--- src/hw/rtl/rmle_pkg.sv ---
package rmle_pkg;

    // Register file slots, in the order B, C, D, E, H, L, A
    localparam int NUM_REGS = 7;
    localparam logic [2:0] SLOT_H = 3'd4;
    localparam logic [2:0] SLOT_L = 3'd5;
    localparam logic [2:0] SLOT_A = 3'd6;

    // Register code that selects the byte at HL instead of a register
    localparam logic [2:0] CODE_MEM = 3'd6;
    localparam logic [2:0] CODE_A   = 3'd7;

    // Opcodes
    localparam logic [7:0] OPC_LOAD_FIRST = 8'h40;
    localparam logic [7:0] OPC_LOAD_LAST  = 8'h7F;
    localparam logic [7:0] OPC_LOGIC_FIRST = 8'hA0;
    localparam logic [7:0] OPC_LOGIC_LAST  = 8'hB7;
    localparam logic [7:0] OPC_AND_IMM = 8'hE6;
    localparam logic [7:0] OPC_XOR_IMM = 8'hEE;
    localparam logic [7:0] OPC_OR_IMM  = 8'hF6;

    // Logic group selector, opcode bits 4:3
    localparam logic [1:0] GRP_AND = 2'd0;
    localparam logic [1:0] GRP_XOR = 2'd1;

    // Flag bit positions
    localparam int FLAG_C  = 0;
    localparam int FLAG_N  = 1;
    localparam int FLAG_P  = 2;
    localparam int FLAG_F3 = 3;
    localparam int FLAG_H  = 4;
    localparam int FLAG_F5 = 5;
    localparam int FLAG_Z  = 6;
    localparam int FLAG_S  = 7;

    typedef enum logic [2:0] {
        OP_NOP,
        OP_LOAD,
        OP_AND,
        OP_XOR,
        OP_OR
    } t_op_kind;

    // Decoded instruction handed from the front to the back
    typedef struct packed {
        t_op_kind   kind;
        logic [2:0] src_slot;
        logic [2:0] dst_slot;
        logic       use_mem;
        logic       unknown;
        logic [7:0] operand;
    } t_uop;

endpackage

--- src/hw/rtl/rmle_if.sv ---
interface rmle_in_if;
    logic       valid;
    logic       ready;
    logic [7:0] opcode;
    logic [7:0] mem_operand;

    modport source (output valid, output opcode, output mem_operand, input ready);
    modport sink   (input valid, input opcode, input mem_operand, output ready);
endinterface

interface rmle_out_if;
    logic        valid;
    logic        ready;
    logic [7:0]  reg_a;
    logic [7:0]  reg_b;
    logic [7:0]  reg_c;
    logic [7:0]  reg_d;
    logic [7:0]  reg_e;
    logic [7:0]  reg_h;
    logic [7:0]  reg_l;
    logic [7:0]  flag_byte;
    logic [15:0] hl_address;
    logic        used_memory;
    logic        unknown_op;

    modport source (
        output valid, output reg_a, output reg_b, output reg_c, output reg_d,
        output reg_e, output reg_h, output reg_l, output flag_byte,
        output hl_address, output used_memory, output unknown_op,
        input ready
    );
    modport sink (
        input valid, input reg_a, input reg_b, input reg_c, input reg_d,
        input reg_e, input reg_h, input reg_l, input flag_byte,
        input hl_address, input used_memory, input unknown_op,
        output ready
    );
endinterface

--- src/hw/rtl/rmle_front.sv ---
module rmle_front
    import rmle_pkg::*;
(
    input  logic         i_clk,
    input  logic         i_rst_n,
    rmle_in_if.sink      i_in,
    output logic         o_push_valid,
    input  logic         i_push_ready,
    output t_uop         o_uop
);

    logic r_valid;
    t_uop r_uop;
    t_uop n_uop;
    logic accept;

    assign i_in.ready   = !r_valid || i_push_ready;
    assign accept       = i_in.valid && i_in.ready;
    assign o_push_valid = r_valid;
    assign o_uop        = r_uop;

    always_comb begin
        logic [2:0] src;
        logic [2:0] dst;
        src = i_in.opcode[2:0];
        dst = i_in.opcode[5:3];

        n_uop          = '0;
        n_uop.kind     = OP_NOP;
        n_uop.operand  = i_in.mem_operand;
        n_uop.src_slot = (src == CODE_A) ? SLOT_A : src;
        n_uop.dst_slot = (dst == CODE_A) ? SLOT_A : dst;

        case (i_in.opcode) inside
            [OPC_LOAD_FIRST:OPC_LOAD_LAST]: begin
                if (src != CODE_MEM && dst != CODE_MEM) begin
                    n_uop.kind = OP_LOAD;
                end else begin
                    n_uop.unknown = 1'b1;
                end
            end
            [OPC_LOGIC_FIRST:OPC_LOGIC_LAST]: begin
                case (i_in.opcode[4:3])
                    GRP_AND: n_uop.kind = OP_AND;
                    GRP_XOR: n_uop.kind = OP_XOR;
                    default: n_uop.kind = OP_OR;
                endcase
                n_uop.use_mem = (src == CODE_MEM);
            end
            OPC_AND_IMM: begin
                n_uop.kind    = OP_AND;
                n_uop.use_mem = 1'b1;
            end
            OPC_XOR_IMM: begin
                n_uop.kind    = OP_XOR;
                n_uop.use_mem = 1'b1;
            end
            OPC_OR_IMM: begin
                n_uop.kind    = OP_OR;
                n_uop.use_mem = 1'b1;
            end
            default: begin
                n_uop.unknown = 1'b1;
            end
        endcase
    end

    always_ff @(posedge i_clk) begin
        if (!i_rst_n) begin
            r_valid <= 1'b0;
        end else if (accept) begin
            r_valid <= 1'b1;
        end else if (i_push_ready) begin
            r_valid <= 1'b0;
        end
    end

    always_ff @(posedge i_clk) begin
        if (accept) begin
            r_uop <= n_uop;
        end
    end

endmodule

--- src/hw/rtl/rmle_queue.sv ---
module rmle_queue
    import rmle_pkg::*;
(
    input  logic i_clk,
    input  logic i_rst_n,
    input  logic i_push_valid,
    output logic o_push_ready,
    input  t_uop i_uop,
    output logic o_pop_valid,
    input  logic i_pop_ready,
    output t_uop o_uop
);

    t_uop       r_mem [2];
    logic       r_wr_ptr;
    logic       r_rd_ptr;
    logic [1:0] r_count;
    logic       push;
    logic       pop;

    assign o_push_ready = (r_count != 2'd2);
    assign o_pop_valid  = (r_count != 2'd0);
    assign o_uop        = r_mem[r_rd_ptr];
    assign push         = i_push_valid && o_push_ready;
    assign pop          = o_pop_valid && i_pop_ready;

    always_ff @(posedge i_clk) begin
        if (!i_rst_n) begin
            r_wr_ptr <= 1'b0;
            r_rd_ptr <= 1'b0;
            r_count  <= 2'd0;
        end else begin
            if (push) begin
                r_wr_ptr <= ~r_wr_ptr;
            end
            if (pop) begin
                r_rd_ptr <= ~r_rd_ptr;
            end
            case ({push, pop})
                2'b10:   r_count <= r_count + 2'd1;
                2'b01:   r_count <= r_count - 2'd1;
                default: r_count <= r_count;
            endcase
        end
    end

    always_ff @(posedge i_clk) begin
        if (push) begin
            r_mem[r_wr_ptr] <= i_uop;
        end
    end

endmodule

--- src/hw/rtl/rmle_back.sv ---
module rmle_back
    import rmle_pkg::*;
(
    input  logic        i_clk,
    input  logic        i_rst_n,
    input  logic        i_uop_valid,
    output logic        o_uop_ready,
    input  t_uop        i_uop,
    rmle_out_if.source  o_out
);

    logic [7:0] r_regs [NUM_REGS];
    logic [7:0] r_flags;
    logic [7:0] n_regs [NUM_REGS];
    logic [7:0] n_flags;
    logic       r_out_valid;
    logic [7:0] r_out_regs [NUM_REGS];
    logic [7:0] r_out_flags;
    logic [15:0] r_out_hl;
    logic       r_out_used;
    logic       r_out_unknown;
    logic       exec;
    logic [7:0] src_val;
    logic [7:0] result;

    assign o_uop_ready = !r_out_valid || o_out.ready;
    assign exec        = i_uop_valid && o_uop_ready;
    assign src_val     = i_uop.use_mem ? i_uop.operand : r_regs[i_uop.src_slot];

    always_comb begin
        n_regs  = r_regs;
        n_flags = r_flags;
        result  = '0;
        case (i_uop.kind)
            OP_LOAD: begin
                n_regs[i_uop.dst_slot] = src_val;
            end
            OP_AND, OP_XOR, OP_OR: begin
                case (i_uop.kind)
                    OP_AND:  result = r_regs[SLOT_A] & src_val;
                    OP_XOR:  result = r_regs[SLOT_A] ^ src_val;
                    default: result = r_regs[SLOT_A] | src_val;
                endcase
                n_regs[SLOT_A]   = result;
                n_flags          = '0;
                n_flags[FLAG_S]  = result[7];
                n_flags[FLAG_Z]  = (result == 8'd0);
                n_flags[FLAG_F5] = result[5];
                n_flags[FLAG_H]  = (i_uop.kind == OP_AND);
                n_flags[FLAG_F3] = result[3];
                n_flags[FLAG_P]  = ~^result;
                n_flags[FLAG_N]  = 1'b0;
                n_flags[FLAG_C]  = 1'b0;
            end
            default: begin
                n_regs  = r_regs;
                n_flags = r_flags;
            end
        endcase
    end

    always_ff @(posedge i_clk) begin
        if (!i_rst_n) begin
            for (int i = 0; i < NUM_REGS; i++) begin
                r_regs[i] <= 8'd0;
            end
            r_flags     <= 8'd0;
            r_out_valid <= 1'b0;
        end else begin
            if (exec) begin
                r_regs  <= n_regs;
                r_flags <= n_flags;
            end
            if (exec) begin
                r_out_valid <= 1'b1;
            end else if (o_out.ready) begin
                r_out_valid <= 1'b0;
            end
        end
    end

    always_ff @(posedge i_clk) begin
        if (exec) begin
            r_out_regs    <= n_regs;
            r_out_flags   <= n_flags;
            r_out_hl      <= {r_regs[SLOT_H], r_regs[SLOT_L]};
            r_out_used    <= i_uop.use_mem && (i_uop.kind != OP_NOP);
            r_out_unknown <= i_uop.unknown;
        end
    end

    assign o_out.valid       = r_out_valid;
    assign o_out.reg_b       = r_out_regs[0];
    assign o_out.reg_c       = r_out_regs[1];
    assign o_out.reg_d       = r_out_regs[2];
    assign o_out.reg_e       = r_out_regs[3];
    assign o_out.reg_h       = r_out_regs[SLOT_H];
    assign o_out.reg_l       = r_out_regs[SLOT_L];
    assign o_out.reg_a       = r_out_regs[SLOT_A];
    assign o_out.flag_byte   = r_out_flags;
    assign o_out.hl_address  = r_out_hl;
    assign o_out.used_memory = r_out_used;
    assign o_out.unknown_op  = r_out_unknown;

endmodule

--- src/hw/rtl/register_move_and_logic_executor.sv ---
// An item passes the decode register, a queue slot and the result register, in
//   that order, before its result can be taken; a stalled output holds it there.
// Throughput: one item per cycle while the output is not stalled; the register
//   file and logic unit finish an instruction in the cycle it leaves the queue.
// Reset (i_rst_n low, synchronous): all seven registers and the flag byte clear
//   to zero; the decode stage, queue and result register empty.
module register_move_and_logic_executor
    import rmle_pkg::*;
(
    input  logic        i_clk,
    input  logic        i_rst_n,
    rmle_in_if.sink     i_in,
    rmle_out_if.source  o_out
);

    // Front to queue: decoded instruction with its own handshake
    logic q_push_valid;
    logic q_push_ready;
    t_uop q_push_uop;

    // Queue to back
    logic q_pop_valid;
    logic q_pop_ready;
    t_uop q_pop_uop;

    // Front: take the item, classify the opcode into a load, a logic op or a
    // no-op, translate register codes into register file slots, and hold the
    // decoded item until the queue has room.
    rmle_front u_front (
        .i_clk        (i_clk),
        .i_rst_n      (i_rst_n),
        .i_in         (i_in),
        .o_push_valid (q_push_valid),
        .i_push_ready (q_push_ready),
        .o_uop        (q_push_uop)
    );

    // Two-entry queue: lets decode keep accepting while the back waits on
    // the output, and lets the back drain while no new item arrives.
    rmle_queue u_queue (
        .i_clk        (i_clk),
        .i_rst_n      (i_rst_n),
        .i_push_valid (q_push_valid),
        .o_push_ready (q_push_ready),
        .i_uop        (q_push_uop),
        .o_pop_valid  (q_pop_valid),
        .i_pop_ready  (q_pop_ready),
        .o_uop        (q_pop_uop)
    );

    // Back: own the register file and flags, execute in program order, and
    // advance a result into the output register whenever that register is
    // empty or being taken in the same cycle. HL is captured before the
    // instruction updates it.
    rmle_back u_back (
        .i_clk       (i_clk),
        .i_rst_n     (i_rst_n),
        .i_uop_valid (q_pop_valid),
        .o_uop_ready (q_pop_ready),
        .i_uop       (q_pop_uop),
        .o_out       (o_out)
    );

endmodule
--- src/flat_wrapper.sv ---
// flat-port wrapper written by rule: the top's interface ports become plain ports
module register_move_and_logic_executor_flat import rmle_pkg::*;
  (i_clk, i_rst_n, i_in_valid, i_in_opcode, i_in_mem_operand, i_in_ready, o_out_valid, o_out_reg_a, o_out_reg_b, o_out_reg_c, o_out_reg_d, o_out_reg_e, o_out_reg_h, o_out_reg_l, o_out_flag_byte, o_out_hl_address, o_out_used_memory, o_out_unknown_op, o_out_ready);
  rmle_in_if i_in_i ();
  rmle_out_if o_out_i ();
  input  logic i_clk;
  input  logic i_rst_n;
  input wire logic [$bits(i_in_i.valid)-1:0] i_in_valid;
  input wire logic [$bits(i_in_i.opcode)-1:0] i_in_opcode;
  input wire logic [$bits(i_in_i.mem_operand)-1:0] i_in_mem_operand;
  output wire logic [$bits(i_in_i.ready)-1:0] i_in_ready;
  output wire logic [$bits(o_out_i.valid)-1:0] o_out_valid;
  output wire logic [$bits(o_out_i.reg_a)-1:0] o_out_reg_a;
  output wire logic [$bits(o_out_i.reg_b)-1:0] o_out_reg_b;
  output wire logic [$bits(o_out_i.reg_c)-1:0] o_out_reg_c;
  output wire logic [$bits(o_out_i.reg_d)-1:0] o_out_reg_d;
  output wire logic [$bits(o_out_i.reg_e)-1:0] o_out_reg_e;
  output wire logic [$bits(o_out_i.reg_h)-1:0] o_out_reg_h;
  output wire logic [$bits(o_out_i.reg_l)-1:0] o_out_reg_l;
  output wire logic [$bits(o_out_i.flag_byte)-1:0] o_out_flag_byte;
  output wire logic [$bits(o_out_i.hl_address)-1:0] o_out_hl_address;
  output wire logic [$bits(o_out_i.used_memory)-1:0] o_out_used_memory;
  output wire logic [$bits(o_out_i.unknown_op)-1:0] o_out_unknown_op;
  input wire logic [$bits(o_out_i.ready)-1:0] o_out_ready;
  assign i_in_i.valid = i_in_valid;
  assign i_in_i.opcode = i_in_opcode;
  assign i_in_i.mem_operand = i_in_mem_operand;
  assign i_in_ready = i_in_i.ready;
  assign o_out_valid = o_out_i.valid;
  assign o_out_reg_a = o_out_i.reg_a;
  assign o_out_reg_b = o_out_i.reg_b;
  assign o_out_reg_c = o_out_i.reg_c;
  assign o_out_reg_d = o_out_i.reg_d;
  assign o_out_reg_e = o_out_i.reg_e;
  assign o_out_reg_h = o_out_i.reg_h;
  assign o_out_reg_l = o_out_i.reg_l;
  assign o_out_flag_byte = o_out_i.flag_byte;
  assign o_out_hl_address = o_out_i.hl_address;
  assign o_out_used_memory = o_out_i.used_memory;
  assign o_out_unknown_op = o_out_i.unknown_op;
  assign o_out_i.ready = o_out_ready;
  register_move_and_logic_executor u_core (.i_clk(i_clk), .i_rst_n(i_rst_n), .i_in(i_in_i), .o_out(o_out_i));
endmodule
--- config.mk ---
export PLATFORM = sky130hd
export DESIGN_NAME = register_move_and_logic_executor_flat
export DESIGN_NICKNAME = d
export VERILOG_FILES = /design/src/hw/rtl/rmle_pkg.sv /design/src/hw/rtl/rmle_if.sv /design/src/hw/rtl/rmle_front.sv /design/src/hw/rtl/rmle_queue.sv /design/src/hw/rtl/rmle_back.sv /design/src/hw/rtl/register_move_and_logic_executor.sv /design/src/flat_wrapper.sv
export SDC_FILE = /design/constraint.sdc
export NUM_CORES = 1
export LEC_CHECK = 0
export ABC_AREA = 1
export BUFFER_PORTS_ARGS = -buffer_cell sky130_fd_sc_hd__buf_2
export CELL_PAD_IN_SITES_DETAIL_PLACEMENT = 1
export CELL_PAD_IN_SITES_GLOBAL_PLACEMENT = 2
export CORE_MARGIN = 5
export CORE_UTILIZATION = 39
export DETAILED_ROUTE_END_ITERATION = 8
export GPL_ROUTABILITY_DRIVEN = 0
export PLACE_DENSITY_LB_ADDON = 0.1
export SLEW_MARGIN = 30
export SYNTH_ARGS = -nofsm -noshare
export SYNTH_HDL_FRONTEND = slang
export SYNTH_SLANG_ARGS = --single-unit
export TNS_END_PERCENT = 1
--- constraint.sdc ---
create_clock -name i_clk -period 7.61 [get_ports i_clk]
set_clock_uncertainty 0.05 [all_clocks]
set_input_delay 1.522 -clock i_clk [delete_from_list [all_inputs] [get_ports i_clk]]
set_output_delay 1.522 -clock i_clk [all_outputs]
set_load 0.01 [all_outputs]
==> Word level (Yosys, flattened, before mapping) <==
Memory sizes are Yosys's and may differ from the RTL's. A register that Yosys moved wholly into a read port is not among the register bits.
Cells that the tools add are included.
{ "op_classes": {"add_sub_neg": 2, "n_mul": 0, "div": 0, "order_cmp": 7, "eq_ne": 16, "shift": 0, "n_mux": 38, "bitwise_logic": 7, "n_reduce_logical": 21} }
{ "op_table": {"columns": ["cell", "n"], "rows": [
  ["$bwmux 56", 1],
  ["$mux 48", 1],
  ["$mux 8", 6],
  ["$pmux 8 s2", 2],
  ["$bmux 8 s3", 1],
  ["$demux 8 s3", 1],
  ["$eq 8x8->1 const B", 3],
  ["$mux 1", 19],
  ["$mux 3", 5],
  ["$eq 3x3->1 const B", 4],
  ["$and 8x8->8", 1],
  ["$ge 4x4->1 const B", 2],
  ["$ge 8x7->1 const B", 1],
  ["$ge 8x8->1 const B", 1],
  ["$le 8x7->1 const B", 1],
  ["$le 8x8->1 const B", 1],
  ["$logic_and 1x1->1", 8],
  ["$logic_not 8->1", 1],
  ["$not 3->4", 2],
  ["$or 8x8->8", 1],
  ["$reduce_bool 2->1", 4],
  ["$reduce_xnor 8->1", 1],
  ["$xor 8x8->8", 1],
  ["$eq 3x2->1 const B", 2],
  ["other kinds (16)", 21]
]} }
{ "totals": {"ff_bits": 171, "latch_bits": 0, "ramBits": 38, "romBits": 0, "inputBits": 20, "mem_count": 1} }
{ "mem_list": {"columns": ["name", "depth", "word_bits", "read_ports", "rd_ports_with_merged_regs", "write_ports", "line", "text"], "rows": [
  ["u_core.u_queue.r_mem", 2, 19, 1, 1, 1, "rmle_queue.sv:14", "t_uop r_mem [2];"]
]} }

==> Depth between registers and ports, before layout <==
{ "depth": {"ltp_word": 10, "mapped_depth": 26} }

==> Hierarchy <==
Synthesis repeated with hierarchy kept, for this count alone.
{ "hier_totals": {"hier_cells": 973, "hier_area_um2": 9505.4} }
{ "modules_own_cells": {"columns": ["mod", "instances", "cells_each", "area_each_um2", "seq_area_each_um2"], "rows": [
  ["rmle_back", 1, 808, 7024.2, 3763.6],
  ["rmle_queue", 1, 95, 1661.6, 1241.2],
  ["rmle_front", 1, 70, 819.5, 590.6]
]} }

==> Worst setup path after synthesis <==
No wires, ideal clock.
{ "synth_path": {"path_kind": "input to register", "from": "in o_out_ready", "to": "reg u_core.u_queue.r_count[1]", "setup_ns": 0.070, "arrival_ns": 5.364, "required_ns": 7.490, "setup_slack_ns": 2.126, "stages": 9, "path_buffers": 1, "path_cell_list": "nor2_1 > a21oi_1 > clkbuf_1 > ha_1 > inv_1 > nand2_1 > nor2_1 > o21ai_0 > a21oi_1"} }
{ "synth_via": {"elab_chain_cells": 4} }
{ "synth_rtl": {"columns": ["element", "line", "text"], "rows": [
  ["from (decl)", "flat_wrapper.sv:24", "input wire logic [$bits(o_out_i.ready)-1:0] o_out_ready;"],
  ["$logic_or 1x1->1 (*)", "rmle_back.sv:26", "assign o_uop_ready = !r_out_valid || o_out.ready;"],
  ["$logic_and 1x1->1 (*)", null, null],
  ["net u_core.u_back.exec", "rmle_back.sv:22", "logic exec;"],
  ["$eq 2x1->1 / $eq 2x2->1 (equally long branches)", "rmle_queue.sv:39", "case ({push, pop})"],
  ["$pmux 2 s2 / $reduce_bool 2->1 (equally long branches)", null, null],
  ["to (signal assigned)", "rmle_queue.sv:40", "2'b10: r_count <= r_count + 2'd1;"],
  ["to (signal assigned)", "rmle_queue.sv:41", "2'b01: r_count <= r_count - 2'd1;"],
  ["to (signal assigned)", "rmle_queue.sv:42", "default: r_count <= r_count;"],
  ["to (decl)", "rmle_queue.sv:17", "logic [1:0] r_count;"]
]} }
Mark *: on every way through the listed nets, which the timed path passes. The rest lies on a longest branch.
A chain may end at the register's enable or synchronous reset.

==> impl_metrics.py <==
metrics = {
    "cells_and_area": {
        "design_area_um2": 11600,
        "final_cells": 1581,
        "fillers": 2983,
        "final_common_cell": "nand2_1",
        "drive_gt1_frac": 0.169,
        "area_growth_pct": 16.3,
        "fin_util": 0.460,
        "fin_nets": 1272,
        "seq_area_um2": 5600,
        "layout_common_cells": "nand2_1, edfxtp_1, inv_1",
        "multi_input_area_um2": 3560,
        "antenna_cells": 0,
    },
    "clock_network": {
        "insertion_delay_ns": 0.52,
        "clk_pin_slew_ns": 0.06,
        "cts.sinks": 210,
        "cts.repair.resized": 0,
        "clk_path_buf_depth": 3,
        "numCtsBuffers": 24,
        "cts-root-buf": "clkbuf_16",
        "post_cts_buffers": 0,
        "htree_levels": 1,
        "cts_hold_buf": 0,
        "cts_tree": "yes",
    },
    "timing": {
        "fin_crit_ns": 4.19,
        "drv_slew": 0,
        "fin_setup_tns_ns": 0,
        "tightest_slew_ns": 0.965,
        "max_freq_mhz": 239,
        "finalSetupViolCount": 0,
        "rsz0062_at_grt": "false",
        "hold_viol": 0,
        "relSlewSlack": 0.357,
        "post-route-period-util": 0.550,
    },
    "hold_path": {
        "hold_path.class": "flop to flop",
    },
    "floorplanning": {
        "die_x_um": 170,
        "num_rows": 58,
        "initial_core_util": 0.396,
        "core_area_um2": 25200,
        "die-area_um2": 28900,
        "die_y_um": 170,
        "ioPinCount": 104,
    },
    "pwr": {
        "powerDensity_nw_per_um2": 486,
        "p_total_w": 0.00564,
        "max-vdd-ir-drop_mv": 0.743,
        "p_leak_nw": 5.42,
    },
    "status": {
        "outcome": "finished clean",
    },
    "logic_synthesis": {
        "postSynthAreaPerCell_um2": 8.78,
        "synth.distinct_cells": 41,
        "ys_warn_count": 0,
        "async_reset_ff_frac": 0,
        "synth_edf_count": 139,
        "ys_seq_area_frac": 0.561,
        "synthCells": 1135,
        "synthFlopType": "edfxtp_1",
        "synthesis.nets": 1174,
        "syn_area_um2": 9970,
        "ys_ff_latch": 210,
    },
    "placement": {
        "hpwl_mm": 19.4,
        "dpl_cell_area_um2": 10800,
        "dpl.cell_count": 1537,
        "numPortBuffers": 103,
    },
    "route": {
        "wl_mm": 27.4,
        "dr.pass1.iters": 5,
        "drc": 0,
        "drtIter0Drc": 358,
        "num_vias": 7754,
        "wl_per_cell_um": 17.3,
        "antenna_left": 0,
        "viasPerCell": 4.90,
    },
    "critical_path": {
        "critPathSlowestCell": "inv_2",
        "cp-end-kind": "flop",
        "critPathArrivalTime_ns": 4.41,
        "cp_common_cell": "nand2_1",
        "critical_path_buf_inv_count": 7,
        "cp-start-kind": "flop",
        "cp_max_fo": 33,
        "cp.required_ns": 7.84,
        "slowest_delay_ns": 0.49,
        "critical-path-top-delay-family": "simple AND/OR/NAND/NOR gates",
        "criticalPathCategory": "flop to flop",
    },
    "global_route": {
        "antenna_found_initial": 0,
        "grt-ovfl-total": 0,
        "use_met3": 0.0258,
        "met2_usage": 0.329,
        "grt_max_degree": 173,
        "grt_pass1_vias": 7757,
        "grt_pass1_wl_mm": 42.7,
        "grt_usage": 0.188,
        "use_met1": 0.250,
        "grt_busiest_layer": "met2",
    },
    "job": {
        "drv_cap": 0,
    },
}
## metrics by stage
step / hold slack, ns / setup slack (ns)
after floorplan: 0.371 / 2.13
after detailed placement: 0.384 / 3.41
final: 0.394 / 3.42
after global routing: 0.409 / 2.95
after CTS: 0.395 / 3.40
after global placement: 0.375 / 3.54
## power breakdown
group	switching (W)	internal, W
sequential	0.000170	0.00171
combinational	0.00177	0.000770
clock	0.000461	0.000748
total	0.00240	0.00323
## layer usage
| metal | part of all wire | vias to the layer above |
|---|---|---|
| li1 | - | 3895 |
| met1 | 0.45 | 3705 |
| met2 | 0.49 | 122 |
| met3 | 0.037 | 32 |
| met4 | 0.019 | 0 |
| met5 | 0 | - |
## final timing paths
check | from | end | slack, ns | cells after the start
worst max-delay path | flop | u_core.u_back.o_out.flag_byte[2] | 3.42 | 25
worst min-delay path | u_core.u_front.o_uop[14] | u_core.u_queue.r_mem[0][14] | 0.39 | 0
worst max register to register | flop | u_core.u_back.o_out.flag_byte[2] | 3.42 | 25
worst min register to register | u_core.u_front.o_uop[14] | u_core.u_queue.r_mem[0][14] | 0.39 | 0
## cell usage after synthesis (all sizes together) (2+ instances only)
master	count	area, µm²
edfxtp	139	4170
nor3b	2	15.0
o221ai	3	32.5
o21ai	24	150
nand4	5	31.3
ha	19	238
o21a	2	15.0
nand3	110	566
o211ai	24	210
nor3	5	30.0
nor2	109	499
a21oi	58	290
clkbuf	19	71.3
inv	160	608
dfxtp	71	1420
nand2	356	1390
or2	3	18.8
buf	18	145
a22oi	3	22.5
## state kept, by name, summed over array words and instances (netlist names), named ones only
name and cells:
u_core.u_queue.r_rd_ptr 1, u_core.u_back.o_out.reg_l 8, u_core.u_back.r_regs 56, u_core.u_front.o_uop 19
u_core.u_back.o_out.unknown_op 1, u_core.u_queue.r_count 2, u_core.u_back.o_out.reg_c 8, u_core.u_back.o_out.reg_e 8
u_core.u_queue.r_mem 38, u_core.u_back.o_out.valid 1, u_core.u_back.o_out.used_memory 1, u_core.u_queue.r_wr_ptr 1
u_core.u_back.o_out.reg_h 8, u_core.u_back.o_out.reg_b 8, u_core.u_back.o_out.flag_byte 8, u_core.u_front.o_push_valid 1
u_core.u_back.o_out.hl_address 16, u_core.u_back.r_flags 8, u_core.u_back.o_out.reg_a 8, u_core.u_back.o_out.reg_d 8
## area by class of cell
| class | count | area share |
|---|---|---|
| clock buffers | 30 | 0.0565 |
| well taps | 330 | 0.0356 |
| repair buffers | 109 | 0.0494 |
| flip-flops and latches | 210 | 0.483 |
| clock inverters | 14 | 0.0161 |
| multi-input cells | 728 | 0.307 |
| inverters | 160 | 0.0525 |
## kinds of logic (layout without fill, tap and decap cells)
kind of cell,after synthesis,count (layout),share of synthesized area
AND/OR/NAND/NOR,592,592,0.257
buffers and inverters,197,313,0.0827
adder cells (fa/ha/maj),19,19,0.0238
flip-flops,210,210,0.561
AO/OA/AOI/OAI,117,117,0.0748
(Power assumes the default switching activity.)
